===== src/rtl/core/tss_pkg.sv =====
`timescale 1ns / 1ps
// ----------------------------------------------------------------------------
// tss_pkg
// Shared types and constants of the time-slice task scheduler.
// ----------------------------------------------------------------------------
package tss_pkg;

  // Fixed field widths of the request and dispatch items
  localparam int REQ_W     = 3;
  localparam int TASK_ID_W = 4;
  localparam int PERIOD_W  = 16;
  localparam int TAG_W     = 32;
  localparam int TICK_CNT_W = 32;

  // Packed stream data widths (whole bytes)
  localparam int S_FIELDS_W = TASK_ID_W + PERIOD_W + TAG_W;
  localparam int S_DATA_W   = ((S_FIELDS_W + 7) / 8) * 8;
  localparam int M_FIELDS_W = TASK_ID_W + TAG_W;
  localparam int M_DATA_W   = ((M_FIELDS_W + 7) / 8) * 8;

  // Parameter defaults
  localparam int DEF_MAX_TASKS  = 16;
  localparam int DEF_TICK_SLOTS = 64;
  localparam int DEF_COUNT_BITS = 16;

  // Request codes
  typedef enum logic [REQ_W-1:0] {
    REQ_ADD    = 3'd0,
    REQ_WAKE   = 3'd1,
    REQ_NOTIFY = 3'd2,
    REQ_DELETE = 3'd3,
    REQ_TICK   = 3'd4,
    REQ_SCHED  = 3'd5
  } req_e;

  // Task slot status
  typedef enum logic [1:0] {
    ST_IDLE  = 2'd0,
    ST_WAIT  = 2'd1,
    ST_READY = 2'd2
  } status_t;

  // Field write enables of the task table
  typedef struct packed {
    logic period;
    logic count;
    logic arg;
  } task_we_t;

endpackage


===== src/rtl/core/tss_ram.sv =====
`timescale 1ns / 1ps
// ----------------------------------------------------------------------------
// tss_ram
// Simple dual-port synchronous RAM, one write and one registered read port.
// ----------------------------------------------------------------------------
module tss_ram #(
  parameter int WIDTH = 4,
  parameter int DEPTH = 16,
  localparam int AW   = (DEPTH > 1) ? $clog2(DEPTH) : 1
) (
  input  logic             clk,
  input  logic             we,
  input  logic [AW-1:0]    waddr,
  input  logic [WIDTH-1:0] wdata,
  input  logic [AW-1:0]    raddr,
  output logic [WIDTH-1:0] rdata
);

  logic [WIDTH-1:0] mem [DEPTH];

  // Write port
  always_ff @(posedge clk) begin
    if (we) begin
      mem[waddr] <= wdata;
    end
  end

  // Registered read port
  always_ff @(posedge clk) begin
    rdata <= mem[raddr];
  end

endmodule


===== src/rtl/core/tss_task_ram.sv =====
`timescale 1ns / 1ps
// ----------------------------------------------------------------------------
// tss_task_ram
// Task table: period, countdown and argument word per slot, with field
// write enables and one registered read port.
// ----------------------------------------------------------------------------
module tss_task_ram #(
  parameter int DEPTH = 16,
  parameter int CW    = 16,
  localparam int AW   = (DEPTH > 1) ? $clog2(DEPTH) : 1
) (
  input  logic                        clk,
  input  tss_pkg::task_we_t           we,
  input  logic [AW-1:0]               waddr,
  input  logic [CW-1:0]               wperiod,
  input  logic [CW-1:0]               wcount,
  input  logic [tss_pkg::TAG_W-1:0]   warg,
  input  logic [AW-1:0]               raddr,
  output logic [CW-1:0]               rperiod,
  output logic [CW-1:0]               rcount,
  output logic [tss_pkg::TAG_W-1:0]   rarg
);
  import tss_pkg::*;

  logic [CW-1:0]    period_mem [DEPTH];
  logic [CW-1:0]    count_mem  [DEPTH];
  logic [TAG_W-1:0] arg_mem    [DEPTH];

  // Write selected fields
  always_ff @(posedge clk) begin
    if (we.period) begin
      period_mem[waddr] <= wperiod;
    end
    if (we.count) begin
      count_mem[waddr] <= wcount;
    end
    if (we.arg) begin
      arg_mem[waddr] <= warg;
    end
  end

  // Registered read of the whole entry
  always_ff @(posedge clk) begin
    rperiod <= period_mem[raddr];
    rcount  <= count_mem[raddr];
    rarg    <= arg_mem[raddr];
  end

endmodule


===== src/rtl/core/time_slice_task_scheduler_top.sv =====
`timescale 1ns / 1ps
// ----------------------------------------------------------------------------
// time_slice_task_scheduler_top
// Task scheduler with ordered waiting and ready lists held in RAM, a task
// table RAM and a ring of pending tick bits, driven by one list sequencer.
// ----------------------------------------------------------------------------
//  Channel  Dir  Signals                     Contents
//  s_*      in   tvalid tready tuser tdata   tuser = req_type,
//                                            tdata = task_id, slice_period, task_tag
//  m_*      out  tvalid tready tdata tlast   tdata = run_task_id, run_tag,
//                                            tlast = last_of_run
//
//  After reset the tick ring is cleared, one slot a cycle, with s_tready low.
//  Add, tick, and wake or notify of an idle or ready slot need no list walk.
//  Wake or notify of a waiting slot, and delete of a listed slot, walk its list.
//  Schedule walks the waiting list when a tick is pending, then the ready
//  list: each list entry costs one list RAM read, one task RAM read and one
//  write-back. A stalled m_tready holds the sequencer.
// ----------------------------------------------------------------------------
module time_slice_task_scheduler_top #(
  parameter int MAX_TASKS  = tss_pkg::DEF_MAX_TASKS,
  parameter int TICK_SLOTS = tss_pkg::DEF_TICK_SLOTS,
  parameter int COUNT_BITS = tss_pkg::DEF_COUNT_BITS
) (
  input  logic                          clk,
  input  logic                          rst,
  input  logic                          s_tvalid,
  output logic                          s_tready,
  // req_type[2:0]
  input  logic [tss_pkg::REQ_W-1:0]     s_tuser,
  // task_id[3:0], slice_period[19:4], task_tag[51:20], zero pad above
  input  logic [tss_pkg::S_DATA_W-1:0]  s_tdata,
  output logic                          m_tvalid,
  input  logic                          m_tready,
  // run_task_id[3:0], run_tag[35:4], zero pad above
  output logic [tss_pkg::M_DATA_W-1:0]  m_tdata,
  output logic                          m_tlast
);
  import tss_pkg::*;

  localparam int ID_W  = (MAX_TASKS > 1) ? $clog2(MAX_TASKS) : 1;
  localparam int LEN_W = $clog2(MAX_TASKS + 1);
  localparam int TW    = $clog2(TICK_SLOTS);
  localparam int M_PAD_W = M_DATA_W - M_FIELDS_W;

  typedef enum logic [2:0] {S_CLEAR, S_IDLE, S_TCHK, S_RD, S_TK, S_OP} state_t;
  typedef enum logic [1:0] {MD_REMOVE, MD_CONSUME, MD_DISPATCH} mode_t;

  state_t state;
  mode_t  mode;
  logic   sel_ready;
  logic   post_wake;
  logic [ID_W-1:0]   tgt;
  logic [ID_W-1:0]   cur_id;
  logic [LEN_W-1:0]  i;
  logic [LEN_W-1:0]  n;
  logic [LEN_W-1:0]  wait_len;
  logic [LEN_W-1:0]  ready_len;
  logic [TW-1:0]     rp;
  logic [TW-1:0]     wp;
  logic [TW-1:0]     clr_idx;
  logic [TICK_CNT_W-1:0] tick_cnt;
  status_t status [MAX_TASKS];
  logic [MAX_TASKS-1:0] once;
  logic [TASK_ID_W-1:0] out_id;
  logic [TAG_W-1:0]     out_tag;

  // Memory port signals
  logic            w_we, r_we;
  logic [ID_W-1:0] w_waddr, w_wdata, w_raddr, w_rdata;
  logic [ID_W-1:0] r_waddr, r_wdata, r_raddr, r_rdata;
  task_we_t        t_we;
  logic [ID_W-1:0] t_waddr, t_raddr;
  logic [COUNT_BITS-1:0] t_wperiod, t_wcount, t_rperiod, t_rcount;
  logic [TAG_W-1:0] t_warg, t_rarg;
  logic          k_we;
  logic [TW-1:0] k_waddr, k_raddr;
  logic          k_wdata, k_rdata;

  // Request decode
  logic [TASK_ID_W-1:0]  tid_raw;
  logic [ID_W-1:0]       id_in;
  logic                  in_rng;
  logic [COUNT_BITS-1:0] per_in;
  logic [TAG_W-1:0]      tag_in;
  status_t               st_in;
  logic [ID_W-1:0]       lst_rd;
  logic [COUNT_BITS-1:0] cnt_dec;
  logic                  op_go;
  logic                  walk_end;
  logic [MAX_TASKS-1:0]  rdy_vec, wt_vec;

  assign tid_raw  = s_tdata[TASK_ID_W-1:0];
  assign id_in    = ID_W'(tid_raw);
  assign in_rng   = (int'(tid_raw) < MAX_TASKS);
  assign per_in   = COUNT_BITS'(s_tdata[TASK_ID_W+PERIOD_W-1:TASK_ID_W]);
  assign tag_in   = s_tdata[S_FIELDS_W-1:TASK_ID_W+PERIOD_W];
  assign st_in    = in_rng ? status[id_in] : ST_IDLE;
  assign s_tready = (state == S_IDLE);
  assign walk_end = (i == n);
  assign cnt_dec  = t_rcount - COUNT_BITS'(1);
  assign m_tdata  = {{M_PAD_W{1'b0}}, out_tag, out_id};

  // Pick the list that the walk reads
  always_comb begin
    if (mode == MD_DISPATCH || (mode == MD_REMOVE && sel_ready)) begin
      lst_rd = r_rdata;
    end else begin
      lst_rd = w_rdata;
    end
  end

  // Status views for checks
  always_comb begin
    for (int j = 0; j < MAX_TASKS; j++) begin
      rdy_vec[j] = (status[j] == ST_READY);
      wt_vec[j]  = (status[j] == ST_WAIT);
    end
  end

  // Drive memory ports from the sequencer state
  always_comb begin
    w_we      = 1'b0;
    w_waddr   = wait_len[ID_W-1:0];
    w_wdata   = cur_id;
    w_raddr   = i[ID_W-1:0];
    r_we      = 1'b0;
    r_waddr   = ready_len[ID_W-1:0];
    r_wdata   = cur_id;
    r_raddr   = i[ID_W-1:0];
    t_we      = '0;
    t_waddr   = cur_id;
    t_wperiod = per_in;
    t_wcount  = per_in;
    t_warg    = tag_in;
    t_raddr   = cur_id;
    k_we      = 1'b0;
    k_waddr   = rp;
    k_wdata   = 1'b0;
    k_raddr   = rp;
    op_go     = 1'b0;
    unique case (state)
      S_CLEAR: begin
        k_we    = 1'b1;
        k_waddr = clr_idx;
      end
      S_IDLE: begin
        if (s_tvalid) begin
          case (s_tuser)
            REQ_TICK: begin
              k_we    = 1'b1;
              k_waddr = wp;
              k_wdata = 1'b1;
            end
            REQ_ADD: begin
              if (in_rng && st_in == ST_IDLE) begin
                t_we    = '{period: 1'b1, count: 1'b1, arg: 1'b1};
                t_waddr = id_in;
                if (per_in == '0) begin
                  r_we    = 1'b1;
                  r_wdata = id_in;
                end else begin
                  w_we    = 1'b1;
                  w_wdata = id_in;
                end
              end
            end
            REQ_WAKE, REQ_NOTIFY: begin
              if (in_rng) begin
                t_we.period = 1'b1;
                t_we.arg    = 1'b1;
                t_we.count  = (st_in != ST_READY);
                t_waddr     = id_in;
                if (st_in == ST_IDLE) begin
                  r_we    = 1'b1;
                  r_wdata = id_in;
                end
              end
            end
            default: ;
          endcase
        end
      end
      S_TCHK: ;
      S_RD: begin
        if (walk_end) begin
          if (mode == MD_REMOVE && post_wake) begin
            r_we    = 1'b1;
            r_wdata = tgt;
          end
          if (mode == MD_CONSUME) begin
            k_we = 1'b1;
          end
        end
      end
      S_TK: begin
        t_raddr = lst_rd;
        if (mode == MD_REMOVE && lst_rd != tgt) begin
          if (sel_ready) begin
            r_we    = 1'b1;
            r_wdata = lst_rd;
          end else begin
            w_we    = 1'b1;
            w_wdata = lst_rd;
          end
        end
      end
      S_OP: begin
        if (mode == MD_CONSUME) begin
          t_we.count = 1'b1;
          if (cnt_dec == '0) begin
            t_wcount = t_rperiod;
            r_we     = 1'b1;
          end else begin
            t_wcount = cnt_dec;
            w_we     = 1'b1;
          end
        end else begin
          op_go = !m_tvalid || m_tready;
          if (op_go && !once[cur_id]) begin
            if (t_rperiod != '0) begin
              w_we = 1'b1;
            end else begin
              r_we = 1'b1;
            end
          end
        end
      end
      default: ;
    endcase
  end

  // Sequencer, list lengths, tick pointers and output register
  always_ff @(posedge clk) begin
    if (rst) begin
      state     <= S_CLEAR;
      mode      <= MD_REMOVE;
      sel_ready <= 1'b0;
      post_wake <= 1'b0;
      clr_idx   <= '0;
      i         <= '0;
      n         <= '0;
      wait_len  <= '0;
      ready_len <= '0;
      rp        <= '0;
      wp        <= '0;
      tick_cnt  <= '0;
      m_tvalid  <= 1'b0;
      once      <= '0;
      for (int j = 0; j < MAX_TASKS; j++) begin
        status[j] <= ST_IDLE;
      end
    end else begin
      // Drop the result once taken
      if (m_tvalid && m_tready) begin
        m_tvalid <= 1'b0;
      end
      // List pushes
      if (w_we) begin
        wait_len        <= wait_len + LEN_W'(1);
        status[w_wdata] <= ST_WAIT;
      end
      if (r_we) begin
        ready_len       <= ready_len + LEN_W'(1);
        status[r_wdata] <= ST_READY;
      end
      unique case (state)
        S_CLEAR: begin
          clr_idx <= clr_idx + TW'(1);
          if (clr_idx == TW'(TICK_SLOTS - 1)) begin
            state <= S_IDLE;
          end
        end
        S_IDLE: begin
          if (s_tvalid) begin
            case (s_tuser)
              REQ_TICK: begin
                tick_cnt <= tick_cnt + TICK_CNT_W'(1);
                if (tick_cnt == '1 || wp == TW'(TICK_SLOTS - 1)) begin
                  wp <= '0;
                end else begin
                  wp <= wp + TW'(1);
                end
              end
              REQ_WAKE, REQ_NOTIFY: begin
                if (in_rng) begin
                  if (s_tuser == REQ_NOTIFY) begin
                    once[id_in] <= 1'b1;
                  end
                  if (st_in == ST_WAIT) begin
                    mode      <= MD_REMOVE;
                    sel_ready <= 1'b0;
                    post_wake <= 1'b1;
                    tgt       <= id_in;
                    n         <= wait_len;
                    wait_len  <= '0;
                    i         <= '0;
                    state     <= S_RD;
                  end
                end
              end
              REQ_DELETE: begin
                if (in_rng && st_in != ST_IDLE) begin
                  mode      <= MD_REMOVE;
                  post_wake <= 1'b0;
                  tgt       <= id_in;
                  i         <= '0;
                  state     <= S_RD;
                  if (st_in == ST_READY) begin
                    sel_ready <= 1'b1;
                    n         <= ready_len;
                    ready_len <= '0;
                  end else begin
                    sel_ready <= 1'b0;
                    n         <= wait_len;
                    wait_len  <= '0;
                  end
                end
              end
              REQ_SCHED: begin
                state <= S_TCHK;
              end
              default: ;
            endcase
          end
        end
        S_TCHK: begin
          i     <= '0;
          state <= S_RD;
          if (k_rdata) begin
            mode     <= MD_CONSUME;
            n        <= wait_len;
            wait_len <= '0;
          end else begin
            mode      <= MD_DISPATCH;
            n         <= ready_len;
            ready_len <= '0;
          end
        end
        S_RD: begin
          if (walk_end) begin
            unique case (mode)
              MD_REMOVE: begin
                if (!post_wake) begin
                  status[tgt] <= ST_IDLE;
                end
                state <= S_IDLE;
              end
              MD_CONSUME: begin
                rp        <= (rp == TW'(TICK_SLOTS - 1)) ? '0 : rp + TW'(1);
                mode      <= MD_DISPATCH;
                n         <= ready_len;
                ready_len <= '0;
                i         <= '0;
              end
              MD_DISPATCH: begin
                state <= S_IDLE;
              end
              default: state <= S_IDLE;
            endcase
          end else begin
            state <= S_TK;
          end
        end
        S_TK: begin
          cur_id <= lst_rd;
          if (mode == MD_REMOVE) begin
            i     <= i + LEN_W'(1);
            state <= S_RD;
          end else begin
            state <= S_OP;
          end
        end
        S_OP: begin
          if (mode == MD_CONSUME) begin
            i     <= i + LEN_W'(1);
            state <= S_RD;
          end else if (op_go) begin
            m_tvalid <= 1'b1;
            out_id   <= TASK_ID_W'(cur_id);
            out_tag  <= t_rarg;
            m_tlast  <= ((i + LEN_W'(1)) == n);
            if (once[cur_id]) begin
              once[cur_id]   <= 1'b0;
              status[cur_id] <= ST_IDLE;
            end
            i     <= i + LEN_W'(1);
            state <= S_RD;
          end
        end
        default: state <= S_IDLE;
      endcase
    end
  end

  // Waiting list
  tss_ram #(.WIDTH(ID_W), .DEPTH(MAX_TASKS)) u_wait_list (
    .clk   (clk),
    .we    (w_we),
    .waddr (w_waddr),
    .wdata (w_wdata),
    .raddr (w_raddr),
    .rdata (w_rdata)
  );

  // Ready list
  tss_ram #(.WIDTH(ID_W), .DEPTH(MAX_TASKS)) u_ready_list (
    .clk   (clk),
    .we    (r_we),
    .waddr (r_waddr),
    .wdata (r_wdata),
    .raddr (r_raddr),
    .rdata (r_rdata)
  );

  // Pending tick ring
  tss_ram #(.WIDTH(1), .DEPTH(TICK_SLOTS)) u_tick_ring (
    .clk   (clk),
    .we    (k_we),
    .waddr (k_waddr),
    .wdata (k_wdata),
    .raddr (k_raddr),
    .rdata (k_rdata)
  );

  // Task table
  tss_task_ram #(.DEPTH(MAX_TASKS), .CW(COUNT_BITS)) u_task_tbl (
    .clk     (clk),
    .we      (t_we),
    .waddr   (t_waddr),
    .wperiod (t_wperiod),
    .wcount  (t_wcount),
    .warg    (t_warg),
    .raddr   (t_raddr),
    .rperiod (t_rperiod),
    .rcount  (t_rcount),
    .rarg    (t_rarg)
  );

  // Lists never hold more entries than there are slots
  a_len_bound: assert property (@(posedge clk) disable iff (rst)
    (32'(wait_len) + 32'(ready_len)) <= 32'(MAX_TASKS))
    else $error("list lengths exceed task count");

  // Between requests the ready list matches the ready slots
  a_ready_cnt: assert property (@(posedge clk) disable iff (rst)
    (state == S_IDLE) |-> ($countones(rdy_vec) == int'(ready_len)))
    else $error("ready list length mismatch");

  // Between requests the waiting list matches the waiting slots
  a_wait_cnt: assert property (@(posedge clk) disable iff (rst)
    (state == S_IDLE) |-> ($countones(wt_vec) == int'(wait_len)))
    else $error("waiting list length mismatch");

  // A blocked dispatch holds its task
  a_disp_hold: assert property (@(posedge clk) disable iff (rst)
    (state == S_OP && mode == MD_DISPATCH && m_tvalid && !m_tready)
      |=> (state == S_OP && $stable(cur_id)))
    else $error("dispatch moved on while output blocked");

endmodule


===== config.mk =====
export PLATFORM = sky130hd
export DESIGN_NAME = time_slice_task_scheduler_top
export DESIGN_NICKNAME = d
export VERILOG_FILES = /design/src/rtl/core/tss_pkg.sv /design/src/rtl/core/tss_ram.sv /design/src/rtl/core/tss_task_ram.sv /design/src/rtl/core/time_slice_task_scheduler_top.sv
export SDC_FILE = /design/constraint.sdc
export NUM_CORES = 2
export LEC_CHECK = 0
export ABC_CLOCK_PERIOD_IN_PS = 9000
export BUFFER_PORTS_ARGS = -buffer_cell sky130_fd_sc_hd__buf_2
export CORE_MARGIN = 4
export CORE_UTILIZATION = 52
export DETAILED_ROUTE_END_ITERATION = 8
export PLACE_DENSITY = 0.68
export SLEW_MARGIN = 30
export SYNTH_ARGS = -nofsm -noshare
export SYNTH_HDL_FRONTEND = slang
export SYNTH_HIERARCHICAL = 1
export SYNTH_SLANG_ARGS = --single-unit

===== constraint.sdc =====
create_clock -name clk -period 9 [get_ports clk]
set_input_delay 0.9 -clock clk [delete_from_list [all_inputs] [get_ports clk]]
set_output_delay 0.9 -clock clk [all_outputs]
set_load 0.005 [all_outputs]

==> key figures <==
Floorplanning
  – Initial Util: 52.5%
  – Core area: roughly 110000 sq um
  – # IOs: between 100 and 150
  – FP Rows: about 120
  – Die span in y: roughly 340 um
  – Die Wd: 340 um
  – Die area: about 120000 sq um

Clock tree
  – Max Root-Sink Buffers: 3
  – Clock-pin slew on the worst setup and hold paths: around 60 ps
  – Root buf cell: clkbuf_16
  – Post-CTS Resized: 0
  – Postcts setup bufs: 0
  – CTS tree: done
  – Clk_lat worst skew: between 700 and 800 ps
  – Clock sink total: 1460
  – Htree depth: 4
  – Post-CTS Hold Fix Bufs: 0
  – Total CTS buffers: ~150

Routing
  – Wirelength per Cell: approximately 25 um
  – Antenna-violating nets left: 0
  – Via density: between 6 and 7
  – # DRC: 0
  – Met3 routed WL: between 8 and 9 mm
  – Initial DRT Pass Iterations: 6
  – WL final: between 100 and 150 mm
  – Met1 WL: just under 50 mm
  – Uppermost routed layer: met5
  – Routed vias: between 20000 and 30000
  – First DRT Iteration DRCs: between 2000 and 3000
  – WL met2: approximately 62 mm

STA
  – Slew Viols, Final: 0
  – Tcrit/Tclk final: between 50% and 60%
  – Unrepaired setup endpoints after global routing: no
  – Final hold vios: 0
  – Setup violators final: 0
  – Setup TNS: 0 ps
  – Clock Skew: between 30 and 40 ps
  – Period minus WS final: about 5000 ps
  – Max Freq: slightly below 200 MHz
  – Relative max-transition margin: 27.9%
  – Final hold slack: 401 ps
  – Slew @ Worst Pin: 1080 ps

Synth
  – Top FF cell, synth: edfxtp_1
  – Mapped Area: 57300 sq um
  – Avg Cell Area, Syn: approximately 18 sq um
  – Number of flops mapped to enable cells by yosys: around 1300
  – FFs w/ async S/R, synth: 0%
  – Synth cell types: just under 80
  – Synth warn: 6
  – Synth top area share: 67.7%
  – Sequential share of the synthesized area: between 70 and 80%
  – Post-Syn Instances: 3167
  – Cell taking the most area after synthesis: edfxtp_1
  – Seq cells post-synth: between 1000 and 1500
  – Synth area leaders: edfxtp_1, mux4_2, dfxtp_1

Pwr
  – Switch share: between 20% and 30%
  – Psw: 2.87 mW
  – Combinational power share: between 3 and 4%
  – Pleak: slightly above 20 nW
  – Total Power: 13.7 mW
  – Flop pwr share: a little over half
  – Pwr per Cell Area: 213 nW/um^2
  – Clock Power Share: ~42%
  – Worst vdd ir: about 0.00020 V
  – Int Pwr: 10.9 mW

Run
  – Number of max-cap violations: 0

GRT
  – First-pass GRT wire length: 187 mm
  – Overflow left after global routing: 0
  – Antenna violations before repair: 6
  – Largest net degree at the start of global routing: around 170
  – All-layer global routing usage: 21.3%
  – Vias in the first global route: 30558

Cells and area
  – Most common cell after layout, fill and taps aside: edfxtp_1
  – Syn-to-layout area delta: 12.3%
  – Layout cells sized above 1: a little over a fifth
  – Fillers: roughly 7800
  – Nets: 3398
  – Most frequent cells in the layout: edfxtp_1, mux4_2, nor2_1, nand2_1, dfxtp_1
  – Fin util: between 50% and 60%

Setup path
  – CP max FO: 25
  – Delay of the slowest cell on the worst path: approximately 650 ps
  – Setup crit end kind: flip-flop
  – Most common cell on crit path: a21o_1
  – Worst path slowest cell: a311oi_1
  – Reg2reg path depth: 11
  – WP data arrival: between 5000 and 6000 ps
  – Crit path buf inv count: 1
  – Delay-heaviest family, CP: compound AO/OA/AOI/OAI gates
  – Worst path cell trace: inv_1 > ha_1 > or4b_1 > or3b_1 > a21o_1 > a2111oi_4 > nand3_2 > a21o_1 > a311oi_1 > nand3_1 > o31ai_1
  – CP Data Required Time: between 9000 and 10000 ps
  – Kind of critical path: flip-flop to flip-flop
  – Critical path depth: 11
  – CP Launch Type: flip-flop

Placed design
  – IO Port Bufs: 97
  – Gpl congestion: 0.833
  – Detailed placer's ending HPWL: between 70 and 80 mm

Hold path
  – Hold Crit Depth: 0
  – Hold WC Path Type: flip-flop to flip-flop

Outcome
  – Status: finished clean
## synth_stat cells, drive strengths merged (8+ instances only)
library cell,instances
dfxtp,167
and3,14
o21ai,73
xnor2,27
nor2b,19
or2,8
nor4,20
a22oi,140
clkbuf,90
nand3b,9
nor3,56
buf,74
nand3,55
inv,26
a21oi,68
nor2,245
edfxtp,1293
nand2,197
nand4,25
a211oi,16
ha,9
mux2i,36
mux4,314
nand2b,21
or3,14
xor2,47
## final timing paths
check,start,to,slack (ps)
worst max-delay path,u_task_tbl/rcount[0],status[3][1],3970
worst min-delay path,u_task_tbl/rarg[27],out_tag[27],400
worst max register to register,u_task_tbl/rcount[0],status[3][1],3970
worst min register to register,u_task_tbl/rarg[27],out_tag[27],400
## per-stage QoR
step,std cells,worst slack [ps],instance area [sq um]
detailed placement,4652,3320,59600
global placement,4652,3350,59600
floorplan,3170,3860,57300
CTS,4921,4060,64200
global route,4924,3670,64300
finish,4928,3970,64400
## state kept, by name, indices dropped and copies added (netlist names), 6 cells and up
name / flops
u_task_tbl/count_mem: 256
u_tick_ring/mem: 64
out_tag: 32
u_task_tbl/rperiod: 16
u_wait_list/mem: 64
wp: 6
clr_idx: 6
tick_cnt: 32
k_raddr: 6
u_task_tbl/rarg: 32
once: 16
status: 32
u_task_tbl/period_mem: 256
u_ready_list/mem: 64
u_task_tbl/arg_mem: 512
u_task_tbl/rcount: 16
## per-layer routing
metal | GRT usage, % | up-vias
met5 | 0 | -
met4 | 6.20 | 6
met3 | 3.68 | 253
met2 | 36.2 | 1158
met1 | 28.7 | 15424
li1 | - | 13062
## final cells by class
cell class / instances / area [sq um] / area share, %
sequential: 1460 / 42200 / 65.5
multi-input combinational: 1520 / 14500 / 22.5
clock buffer: 198 / 4000 / 6.22
tap: 1476 / 1850 / 2.87
timing repair buffer: 173 / 1130 / 1.75
clock inverter: 71 / 612 / 0.951
inverter: 26 / 97.6 / 0.152
antenna: 4 / 10.0 / 0.0156
## power groups by stage
stage	logic (mW)	clock network, mW	registers (mW)
detailed placement	0.497	0	7.58
floorplan	0.328	0	7.56
finish	0.497	5.79	7.43
CTS	0.499	5.92	7.43
global route	0.543	6.23	7.43
global placement	0.478	0	7.58
## worst register-to-register path, cell delays in order (launching register included)
cell and delay (ps):
dfxtp_1 330, inv_1 90, ha_1 290, or4b_1 610
or3b_1 400, a21o_1 230, a2111oi_4 360, nand3_2 210
a21o_1 540, a311oi_1 650, nand3_1 490, o31ai_1 500
## cell families (layout without fill, tap and decap cells)
group | count (synthesis) | after routing | share of synthesized area, %
AOI/OAI and AO/OA | 367 | 367 | 4.35
xor gates and xnor gates | 74 | 74 | 1.13
adders and majority gates | 9 | 9 | 0.196
buffers and inverters | 190 | 468 | 1.69
DFF | 1460 | 1460 | 73.6
muxes | 351 | 351 | 13.2
other | 1 | 8 | 0.00654
and+or+nand+nor | 715 | 715 | 5.85
Power figures use the tool's default switching activity.
